==> config.mk <==
export PLATFORM = sky130hd
export DESIGN_NAME = image_centroid_accumulator
export DESIGN_NICKNAME = d
export VERILOG_FILES = /design/src/rtl/icacc_pkg.sv /design/src/rtl/icacc_regs.sv /design/src/rtl/icacc_ctrl.sv /design/src/rtl/icacc_dp.sv /design/src/rtl/image_centroid_accumulator.sv
export SDC_FILE = /design/constraint.sdc
export NUM_CORES = 2
export LEC_CHECK = 0
export ABC_AREA = 1
export BUFFER_PORTS_ARGS = -buffer_cell sky130_fd_sc_hd__buf_2
export CORE_ASPECT_RATIO = 0.6
export CORE_MARGIN = 1
export CORE_UTILIZATION = 45
export CTS_CLUSTER_DIAMETER = 80
export DETAILED_ROUTE_END_ITERATION = 8
export GPL_ROUTABILITY_DRIVEN = 0
export GPL_TIMING_DRIVEN = 0
export PLACE_DENSITY = 0.63
export SLEW_MARGIN = 20
export SYNTH_ARGS = -nofsm -noshare
export SYNTH_HDL_FRONTEND = slang
export SYNTH_SLANG_ARGS = --single-unit
export TNS_END_PERCENT = 50
==> constraint.sdc <==
create_clock -name clk -period 5.85 [get_ports clk]
set_input_delay 1.17 -clock clk [delete_from_list [all_inputs] [get_ports clk]]
set_output_delay 1.17 -clock clk [all_outputs]
set_load 0.02 [all_outputs]
==> src/rtl/icacc_pkg.sv <==
// Shared constants, types and state encoding for the image centroid accumulator.
package icacc_pkg;

  localparam int MAX_WIDTH = 4096;

  localparam int PIX_W  = 16;
  localparam int WID_W  = 13;
  localparam int COL_W  = $clog2(MAX_WIDTH);
  localparam int ROW_W  = 12;
  localparam int WSUM_W = 40;
  localparam int MOM_W  = 52;
  localparam int PROD_W = PIX_W + ((COL_W > ROW_W) ? COL_W : ROW_W);
  localparam int CEN_W  = 20;
  localparam int FRAC_W = 8;
  // Split point: moment bits above SPLIT form the first partial remainder of (moment << FRAC_W) / total.
  localparam int SPLIT  = CEN_W - FRAC_W;
  localparam int CNT_W  = $clog2(CEN_W);

  localparam int ADDR_W = 3;
  localparam int DATA_W = 32;

  localparam logic [ADDR_W-3:0] REG_WIDTH = 1'b0;
  localparam logic [ADDR_W-3:0] REG_MASK  = 1'b1;

  typedef enum logic [2:0] {
    ST_ACC,
    ST_DRAIN1,
    ST_DRAIN2,
    ST_LOAD,
    ST_DIV,
    ST_DONE
  } icacc_state_t;

  typedef struct packed {
    logic accept;
    logic load;
    logic step;
    logic out_load;
  } icacc_cmd_t;

  typedef struct packed {
    logic out_free;
  } icacc_sts_t;

endpackage

==> src/rtl/icacc_regs.sv <==
// Configuration register file: image width and mask enable.
module icacc_regs (
  input  logic                          clk,
  input  logic                          rst_n,
  input  logic                          cfg_psel,
  input  logic                          cfg_penable,
  input  logic                          cfg_pwrite,
  input  logic [icacc_pkg::ADDR_W-1:0]  cfg_paddr,
  input  logic [icacc_pkg::DATA_W-1:0]  cfg_pwdata,
  output logic [icacc_pkg::DATA_W-1:0]  cfg_prdata,
  output logic                          cfg_pready,
  output logic [icacc_pkg::WID_W-1:0]   image_width,
  output logic                          use_mask
);
  import icacc_pkg::*;

  logic [WID_W-1:0]  width_r, width_nxt;
  logic              mask_r, mask_nxt;
  logic              wr_en;
  logic [ADDR_W-3:0] reg_idx;

  assign cfg_pready = 1'b1;
  assign wr_en      = cfg_psel & cfg_penable & cfg_pwrite & cfg_pready;
  assign reg_idx    = cfg_paddr[ADDR_W-1:2];

  always_comb begin
    width_nxt = width_r;
    mask_nxt  = mask_r;
    if (wr_en) begin
      unique case (reg_idx)
        REG_WIDTH: width_nxt = cfg_pwdata[WID_W-1:0];
        REG_MASK:  mask_nxt  = cfg_pwdata[0];
        default:   ;
      endcase
    end
  end

  always_ff @(posedge clk) begin
    if (!rst_n) begin
      width_r <= WID_W'(640);
      mask_r  <= 1'b0;
    end else begin
      width_r <= width_nxt;
      mask_r  <= mask_nxt;
    end
  end

  always_comb begin
    unique case (reg_idx)
      REG_WIDTH: cfg_prdata = {{(DATA_W-WID_W){1'b0}}, width_r};
      REG_MASK:  cfg_prdata = {{(DATA_W-1){1'b0}}, mask_r};
      default:   cfg_prdata = '0;
    endcase
  end

  assign image_width = width_r;
  assign use_mask    = mask_r;

endmodule

==> src/rtl/icacc_ctrl.sv <==
// Frame controller: pixel intake, pipeline drain, divider sequencing and result hand-off.
module icacc_ctrl (
  input  logic                  clk,
  input  logic                  rst_n,
  input  logic                  in_tvalid,
  input  logic                  in_tlast,
  output logic                  in_tready,
  output icacc_pkg::icacc_cmd_t cmd,
  input  icacc_pkg::icacc_sts_t sts
);
  import icacc_pkg::*;

  icacc_state_t state_r, state_nxt;
  logic [CNT_W-1:0] cnt_r, cnt_nxt;
  logic accept;

  assign in_tready = (state_r == ST_ACC);
  assign accept    = in_tvalid & in_tready;

  always_comb begin
    state_nxt = state_r;
    unique case (state_r)
      ST_ACC:    if (accept && in_tlast) state_nxt = ST_DRAIN1;
      ST_DRAIN1: state_nxt = ST_DRAIN2;
      ST_DRAIN2: state_nxt = ST_LOAD;
      ST_LOAD:   state_nxt = ST_DIV;
      ST_DIV:    if (cnt_r == CNT_W'(CEN_W - 1)) state_nxt = ST_DONE;
      ST_DONE:   if (sts.out_free) state_nxt = ST_ACC;
      default:   state_nxt = ST_ACC;
    endcase
  end

  always_comb begin
    cmd          = '0;
    cmd.accept   = accept;
    cmd.load     = (state_r == ST_LOAD);
    cmd.step     = (state_r == ST_DIV);
    cmd.out_load = (state_r == ST_DONE) && sts.out_free;
  end

  always_comb begin
    cnt_nxt = cnt_r;
    if (state_r == ST_LOAD) begin
      cnt_nxt = '0;
    end else if (state_r == ST_DIV) begin
      cnt_nxt = cnt_r + 1'b1;
    end
  end

  always_ff @(posedge clk) begin
    if (!rst_n) begin
      state_r <= ST_ACC;
      cnt_r   <= '0;
    end else begin
      state_r <= state_nxt;
      cnt_r   <= cnt_nxt;
    end
  end

endmodule

==> src/rtl/icacc_dp.sv <==
// Datapath: position counters, multiply-accumulate pipeline, radix-2 dividers, output word.
module icacc_dp (
  input  logic                        clk,
  input  logic                        rst_n,
  input  icacc_pkg::icacc_cmd_t       cmd,
  output icacc_pkg::icacc_sts_t       sts,
  input  logic [icacc_pkg::WID_W-1:0] image_width,
  input  logic                        use_mask,
  input  logic [icacc_pkg::PIX_W-1:0] pixel_value,
  input  logic                        mask_on,
  input  logic                        last_pixel,
  output logic [icacc_pkg::CEN_W-1:0] x_center,
  output logic [icacc_pkg::CEN_W-1:0] y_center,
  output logic                        weight_nonzero,
  output logic                        out_valid,
  input  logic                        out_ready
);
  import icacc_pkg::*;

  // position counters
  logic [COL_W-1:0] col_r, col_nxt;
  logic [ROW_W-1:0] row_r, row_nxt;
  logic [WID_W-1:0] eff_w;
  logic [WID_W-1:0] col_inc;

  // pipeline
  logic             s1_vld_r, s2_vld_r;
  logic [PIX_W-1:0] s1_w_r;
  logic [COL_W-1:0] s1_col_r;
  logic [ROW_W-1:0] s1_row_r;
  logic [PIX_W-1:0] s2_w_r;
  logic [PROD_W-1:0] s2_pc_r, s2_pr_r;

  // sums
  logic [WSUM_W-1:0] wsum_r, wsum_nxt;
  logic [MOM_W-1:0]  cmom_r, cmom_nxt;
  logic [MOM_W-1:0]  rmom_r, rmom_nxt;

  // dividers
  logic [WSUM_W-1:0] div_r;
  logic [WSUM_W-1:0] rx_r, rx_nxt, ry_r, ry_nxt;
  logic [CEN_W-1:0]  dx_r, dx_nxt, dy_r, dy_nxt;
  logic [CEN_W-1:0]  qx_r, qx_nxt, qy_r, qy_nxt;
  logic              satx_r, saty_r, nz_r;
  logic [WSUM_W:0]   tx, ty, tx_sub, ty_sub;
  logic              gex, gey;

  // output word
  logic              out_vld_r, out_vld_nxt;
  logic [CEN_W-1:0]  ox_r, oy_r;
  logic              onz_r;

  always_comb begin
    if (image_width == '0) begin
      eff_w = WID_W'(1);
    end else if (image_width > WID_W'(MAX_WIDTH)) begin
      eff_w = WID_W'(MAX_WIDTH);
    end else begin
      eff_w = image_width;
    end
  end

  assign col_inc = WID_W'(col_r) + 1'b1;

  always_comb begin
    col_nxt = col_r;
    row_nxt = row_r;
    if (cmd.accept) begin
      priority if (last_pixel) begin
        col_nxt = '0;
        row_nxt = '0;
      end else if (col_inc >= eff_w) begin
        col_nxt = '0;
        row_nxt = row_r + 1'b1;
      end else begin
        col_nxt = col_inc[COL_W-1:0];
      end
    end
  end

  always_ff @(posedge clk) begin
    if (!rst_n) begin
      col_r    <= '0;
      row_r    <= '0;
      s1_vld_r <= 1'b0;
      s2_vld_r <= 1'b0;
    end else begin
      col_r    <= col_nxt;
      row_r    <= row_nxt;
      s1_vld_r <= cmd.accept;
      s2_vld_r <= s1_vld_r;
    end
  end

  always_ff @(posedge clk) begin
    s1_w_r   <= (!use_mask || mask_on) ? pixel_value : '0;
    s1_col_r <= col_r;
    s1_row_r <= row_r;
    s2_w_r   <= s1_w_r;
    s2_pc_r  <= PROD_W'(s1_w_r) * PROD_W'(s1_col_r);
    s2_pr_r  <= PROD_W'(s1_w_r) * PROD_W'(s1_row_r);
  end

  always_comb begin
    wsum_nxt = wsum_r;
    cmom_nxt = cmom_r;
    rmom_nxt = rmom_r;
    priority if (cmd.load) begin
      wsum_nxt = '0;
      cmom_nxt = '0;
      rmom_nxt = '0;
    end else if (s2_vld_r) begin
      wsum_nxt = wsum_r + WSUM_W'(s2_w_r);
      cmom_nxt = cmom_r + MOM_W'(s2_pc_r);
      rmom_nxt = rmom_r + MOM_W'(s2_pr_r);
    end
  end

  always_ff @(posedge clk) begin
    if (!rst_n) begin
      wsum_r <= '0;
      cmom_r <= '0;
      rmom_r <= '0;
    end else begin
      wsum_r <= wsum_nxt;
      cmom_r <= cmom_nxt;
      rmom_r <= rmom_nxt;
    end
  end

  // one quotient bit per cycle; partial remainder stays below the divisor when it starts below it
  assign tx     = {rx_r, dx_r[CEN_W-1]};
  assign ty     = {ry_r, dy_r[CEN_W-1]};
  assign tx_sub = tx - {1'b0, div_r};
  assign ty_sub = ty - {1'b0, div_r};
  assign gex    = (tx >= {1'b0, div_r});
  assign gey    = (ty >= {1'b0, div_r});

  always_comb begin
    rx_nxt = rx_r;
    ry_nxt = ry_r;
    dx_nxt = dx_r;
    dy_nxt = dy_r;
    qx_nxt = qx_r;
    qy_nxt = qy_r;
    priority if (cmd.load) begin
      rx_nxt = cmom_r[MOM_W-1:SPLIT];
      ry_nxt = rmom_r[MOM_W-1:SPLIT];
      dx_nxt = {cmom_r[SPLIT-1:0], {FRAC_W{1'b0}}};
      dy_nxt = {rmom_r[SPLIT-1:0], {FRAC_W{1'b0}}};
      qx_nxt = '0;
      qy_nxt = '0;
    end else if (cmd.step) begin
      rx_nxt = gex ? tx_sub[WSUM_W-1:0] : tx[WSUM_W-1:0];
      ry_nxt = gey ? ty_sub[WSUM_W-1:0] : ty[WSUM_W-1:0];
      dx_nxt = {dx_r[CEN_W-2:0], 1'b0};
      dy_nxt = {dy_r[CEN_W-2:0], 1'b0};
      qx_nxt = {qx_r[CEN_W-2:0], gex};
      qy_nxt = {qy_r[CEN_W-2:0], gey};
    end
  end

  always_ff @(posedge clk) begin
    rx_r <= rx_nxt;
    ry_r <= ry_nxt;
    dx_r <= dx_nxt;
    dy_r <= dy_nxt;
    qx_r <= qx_nxt;
    qy_r <= qy_nxt;
    if (cmd.load) begin
      div_r  <= wsum_r;
      nz_r   <= (wsum_r != '0);
      satx_r <= (cmom_r[MOM_W-1:SPLIT] >= wsum_r);
      saty_r <= (rmom_r[MOM_W-1:SPLIT] >= wsum_r);
    end
  end

  assign sts.out_free = !out_vld_r || out_ready;

  always_comb begin
    out_vld_nxt = out_vld_r;
    priority if (cmd.out_load) begin
      out_vld_nxt = 1'b1;
    end else if (out_ready) begin
      out_vld_nxt = 1'b0;
    end
  end

  always_ff @(posedge clk) begin
    if (!rst_n) begin
      out_vld_r <= 1'b0;
    end else begin
      out_vld_r <= out_vld_nxt;
    end
  end

  always_ff @(posedge clk) begin
    if (cmd.out_load) begin
      ox_r  <= !nz_r ? '0 : (satx_r ? '1 : qx_r);
      oy_r  <= !nz_r ? '0 : (saty_r ? '1 : qy_r);
      onz_r <= nz_r;
    end
  end

  assign x_center       = ox_r;
  assign y_center       = oy_r;
  assign weight_nonzero = onz_r;
  assign out_valid      = out_vld_r;

endmodule

==> src/rtl/image_centroid_accumulator.sv <==
// Top level of the intensity-weighted image centroid accumulator.
// Pixels are taken one per clock in raster order while a frame is open. The word
// carrying tlast closes the frame: after it the input stalls while the two
// multiply-accumulate pipeline stages drain, the divider is loaded, the shared
// radix-2 divider pair produces the quotients one bit per step and the result
// register is written, longer if the previous result has not yet been taken. The
// result word gives the centroid as 12.8 unsigned fixed point; tuser low means the
// total weight was zero and the centroid reads 0,0.
module image_centroid_accumulator (
  input  logic                          clk,
  input  logic                          rst_n,
  input  logic                          in_tvalid,
  output logic                          in_tready,
  input  logic [15:0]                   in_tdata,   // [15:0] pixel_value
  input  logic                          in_tuser,   // [0] mask_on
  input  logic                          in_tlast,   // last_pixel
  output logic                          out_tvalid,
  input  logic                          out_tready,
  output logic [39:0]                   out_tdata,  // [19:0] x_center, [39:20] y_center
  output logic                          out_tuser,  // [0] weight_nonzero
  input  logic                          cfg_psel,
  input  logic                          cfg_penable,
  input  logic                          cfg_pwrite,
  input  logic [icacc_pkg::ADDR_W-1:0]  cfg_paddr,
  input  logic [icacc_pkg::DATA_W-1:0]  cfg_pwdata,
  output logic [icacc_pkg::DATA_W-1:0]  cfg_prdata,
  output logic                          cfg_pready
);
  import icacc_pkg::*;

  icacc_cmd_t       cmd;
  icacc_sts_t       sts;
  logic [WID_W-1:0] image_width;
  logic             use_mask;
  logic [CEN_W-1:0] x_center, y_center;

  icacc_regs u_regs (
    .clk         (clk),
    .rst_n       (rst_n),
    .cfg_psel    (cfg_psel),
    .cfg_penable (cfg_penable),
    .cfg_pwrite  (cfg_pwrite),
    .cfg_paddr   (cfg_paddr),
    .cfg_pwdata  (cfg_pwdata),
    .cfg_prdata  (cfg_prdata),
    .cfg_pready  (cfg_pready),
    .image_width (image_width),
    .use_mask    (use_mask)
  );

  icacc_ctrl u_ctrl (
    .clk       (clk),
    .rst_n     (rst_n),
    .in_tvalid (in_tvalid),
    .in_tlast  (in_tlast),
    .in_tready (in_tready),
    .cmd       (cmd),
    .sts       (sts)
  );

  icacc_dp u_dp (
    .clk            (clk),
    .rst_n          (rst_n),
    .cmd            (cmd),
    .sts            (sts),
    .image_width    (image_width),
    .use_mask       (use_mask),
    .pixel_value    (in_tdata[PIX_W-1:0]),
    .mask_on        (in_tuser),
    .last_pixel     (in_tlast),
    .x_center       (x_center),
    .y_center       (y_center),
    .weight_nonzero (out_tuser),
    .out_valid      (out_tvalid),
    .out_ready      (out_tready)
  );

  assign out_tdata = {y_center, x_center};

endmodule

==> impl.org <==
** Run status
- The run finished with clean final reports.

** Timing
- Maximum operating frequency :: approximately 180 MHz
- Setup repair after global routing left no endpoint under its margin.
- The smallest clock period supported by the final layout is computed as 5.68 ns.
- Final clock skew :: 0.0693 ns
- Pins over their slew limit :: 0
- In this run the tightest slew margin relative to its limit is 0.169.
- Final TNS setup :: 0 ns
- Transition time at the pin with the least slew margin :: 1.24 ns
- Number of failing setup endpoints in the final timing report :: 0
- The hold violation count in the final report came to 0.
- In the finished design, the share of the clock period the worst path needs comes to 0.971.

** GRT
- Total global routing track utilization :: 0.319
- Entering global routing, the biggest net connects 76 pins.
- Number of global-route vias before repair :: 41,800
- The number of antenna violations at the first check in global routing is 10.
- For this run the aggregate overflow at the end of global routing stands at 0.
- The first global-routing pass estimated between 200 and 300 mm of wire.

** Run
- Number of violations of the max-capacitance limit :: 0

** Critical path
- The worst register-to-register path begins at u_dp.s1_col_r[2]$_DFF_P_.
- Gate family responsible for the most delay along the worst path :: adder cells
- Data arrives at the worst endpoint at 6.29 ns.
- Among the stages of the critical path, the cell type that occurs most often is sky130_fd_sc_hd__fa_1.
- The endpoint identified for the worst register-to-register timing path is u_dp.s2_pc_r[20]$_DFF_P_.
- The critical path starts at u_dp.s1_col_r[2]$_DFF_P_.
- Of all nets on the critical path, the largest fanout is 10.
- Required time of the worst setup path :: 6.46 ns
- The slowest stage of the critical path is the sky130_fd_sc_hd__clkbuf_1 cell.
- Traced cell by cell, the critical path runs through clkbuf_1, buf_1, nand2_1, fa_1, inv_1, fa_1, fa_1, inv_1, fa_1, inv_1, ha_1, nand2_1, o21ai_0, a21oi_2, o21bai_1, nand3_1, nand2_1, xor2_1.
- Critical path buffer and inverter count :: 5
- On the worst path, the slowest cell contributes a delay of around 0.57 ns.
- Crit path capture type :: register
- Counting cells, the worst reg-to-reg path comes to 18.
- Number of cells on the critical path :: 18
- Critical path destination :: u_dp.s2_pc_r[20]$_DFF_P_
- Type of the worst setup path :: reg2reg
- The setup check on the worst reg-to-reg path leaves a slack of 0.17 ns.
- The worst setup path is launched from a register.

** Worst hold path
- Path class of the lowest-slack min-delay path :: reg2reg

** Synthesis
- Number of distinct library cells after synthesis :: 53
- Summing every instance area after synthesis gives approximately 47,000 um^2.
- Number of flops mapped to enable cells by yosys :: between 150 and 200
- Top FF cell, synth :: sky130_fd_sc_hd__dfxtp_1
- Of all flip-flops after synthesis, the portion carrying an async set or reset was 0.
- The share of the Yosys chip area taken by registers is 0.265.
- Total of flip-flops plus latches after synthesis :: 533
- Yosys printed 0 warnings.
- After synthesis, the mean cell area works out to 6.98 um^2.
- Cell count after synthesis :: 6,793

** Cells and area
- Net total in the final layout :: 7,676
- After routing the design area is 51,900 um^2.
- Leaving out fill and tap cells, the most frequent cell in the layout is sky130_fd_sc_hd__nand2_1.
- Post-Route Utilization :: 0.501
- Leaving out fill and tap cells, the most frequent cells in the layout are sky130_fd_sc_hd__nand2_1, sky130_fd_sc_hd__inv_1, sky130_fd_sc_hd__nor2_1.
- Share of final-layout standard cells stronger than drive strength 1 :: 0.0572
- Growth of design area from synthesis to finish :: 9.34%
- Fillers :: 10,400

** Placed design
- Total half-perimeter wirelength after legalization and detailed placement :: 142 mm
- Cell area reported after detailed placement :: 49,800 um^2
- Port buffer count :: 94

** Die
- The die covers 107,000 um^2.
- I/O pin cnt :: 136
- Width of the chip :: ~420 um
- The floorplan step set the die height to 254 um.
- Row Count :: 91
- Core Box Area :: 104,000 um^2
- Initial core utilization :: 0.458

** Clock network
- CTS tree :: built
- Sinks on the clock net :: approximately 530
- Number of buffers created by CTS :: 55
- The tree is rooted in a sky130_fd_sc_hd__clkbuf_16.
- Maximum buffer depth of the clock tree :: 3
- The clock tree synthesis step divided the H-tree into 2 levels.
- Skew-Pair Late Insertion Delay :: about 0.70 ns
- Clock-pin slew on the worst setup and hold paths :: 0.07 ns
- Buffers inserted to repair hold after CTS numbered 0.

** Drt
- WL/cell :: 20.4 um
- Detailed Route WL :: 172 mm
- Number of DRC markers in iteration 0 :: 5,980
- For this block, the via count after detailed routing is 45,400.
- Final ANT Viol Nets :: 0
- DR DRC count :: 0
- Before antenna repair, the detailed router went through 7 iterations.
- Vias per std cell :: between 5 and 6

** Pwr
- Dividing total power by cell area gives a power density of about 330 nW/um^2.
- Max VDD drop :: 278 uV
- The analysis attributes to cell leakage a power of roughly 0.027 uW.
- After layout, the design draws a total of 16,900 uW.
[metal layers]
metal,global-route usage,part of all wire,vias to the layer above
li1,-,-,21400
met1,0.488,0.46,21100
met2,0.390,0.34,2653
met3,0.154,0.18,211
met4,0.0557,0.017,14
met5,0.00856,0.0012,-
[kinds of logic after synthesis]
kind of cell	synth area share
AO/OA/AOI/OAI	0.0866
buffers and inverters	0.132
other	0.000158
XOR/XNOR	0.0288
adder cells (fa/ha/maj)	0.220
flip-flops	0.265
AND/OR/NAND/NOR	0.268
[sequential cells by signal, indices dropped and copies added (netlist names), 16 cells and up]
| name | count |
|---|---|
| u_dp.div_r | 40 |
| u_dp.x_center | 20 |
| u_dp.qy_r | 20 |
| u_dp.rx_r | 40 |
| u_dp.wsum_r | 40 |
| u_dp.qx_r | 20 |
| u_dp.s2_pr_r | 28 |
| u_dp.s2_pc_r | 28 |
| u_dp.rmom_r | 52 |
| u_dp.cmom_r | 52 |
| u_dp.s1_w_r | 16 |
| u_dp.y_center | 20 |
| u_dp.s2_w_r | 16 |
| u_dp.ry_r | 40 |
[through the flow]
step | setup WS [ns] | instances | hold slack [ns]
floorplan | 0.964 | 6811 | 0.351
global placement | -0.313 | 8300 | 0.364
finish | 0.168 | 8396 | 0.376
detailed placement | -0.388 | 8303 | 0.366
global route | 0.00481 | 8394 | 0.382
CTS | 0.0130 | 8405 | 0.375
[power by group]
| part | internal (uW) | total, uW | leakage [uW] | switching [uW] |
|---|---|---|---|---|
| clock network | 2110 | 3880 | 0.000948 | 1770 |
| registers | 4810 | 5260 | 0.00453 | 444 |
| logic | 2420 | 7730 | 0.0217 | 5310 |
[how the worst min path moves through the flow]
stage / slack [ns] / from / to / depth (start not counted)
floorplan: 0.35 / u_dp.col_r[10]$_SDFFE_PN0P_ / u_dp.s1_col_r[10]$_DFF_P_ / 0
global placement: 0.36 / u_dp.col_r[10]$_SDFFE_PN0P_ / u_dp.s1_col_r[10]$_DFF_P_ / 0
detailed placement: 0.37 / u_dp.col_r[10]$_SDFFE_PN0P_ / u_dp.s1_col_r[10]$_DFF_P_ / 0
CTS: 0.38 / u_dp.col_r[10]$_SDFFE_PN0P_ / u_dp.s1_col_r[10]$_DFF_P_ / 0
global route: 0.38 / u_dp.col_r[10]$_SDFFE_PN0P_ / u_dp.s1_col_r[10]$_DFF_P_ / 0
finish: 0.38 / u_dp.col_r[10]$_SDFFE_PN0P_ / u_dp.s1_col_r[10]$_DFF_P_ / 0
[cell usage after synthesis (all sizes together), types with 5 or more instances]
library cell	instances	area, um^2
nand2	1939	7320
inv	1396	5240
nor2	487	1890
a21oi	427	2140
ha	380	4750
nand3	377	1920
dfxtp	345	6910
fa	285	5710
o21ai	218	1090
edfxtp	188	5650
clkbuf	137	514
nand4	82	519
xor2	80	701
buf	77	464
xnor2	76	666
nand3b	65	488
nor3	53	265
o22ai	38	238
nor4	33	206
a21o	20	150
o21bai	19	143
a31oi	12	75.1
o21a	11	82.6
and2	7	43.8
clkinv	7	26.3
a211oi	6	45.0
a21boi	6	52.6
or2	6	37.5
o211ai	5	37.5
[timing repair]
item / in CTS / in global routing
endpoints found under the setup margin: 20 / 27
resized for setup: 47 / 63
pin swaps: 0 / 0
buffers inserted: 0 / 0
[area by class of cell]
cell class	count	area, um^2	share of cell area
Multi-Input combinational cell	4661	28700	0.554
Sequential cell	533	12600	0.243
Inverter	1403	5270	0.102
Tap cell	1395	1750	0.0336
Clock buffer	67	1550	0.0298
Buffer	200	1020	0.0196
Timing Repair Buffer	97	538	0.0104
Clock inverter	37	437	0.00842
Antenna cell	3	7.51	0.000145
Power figures use the tool's default switching activity.
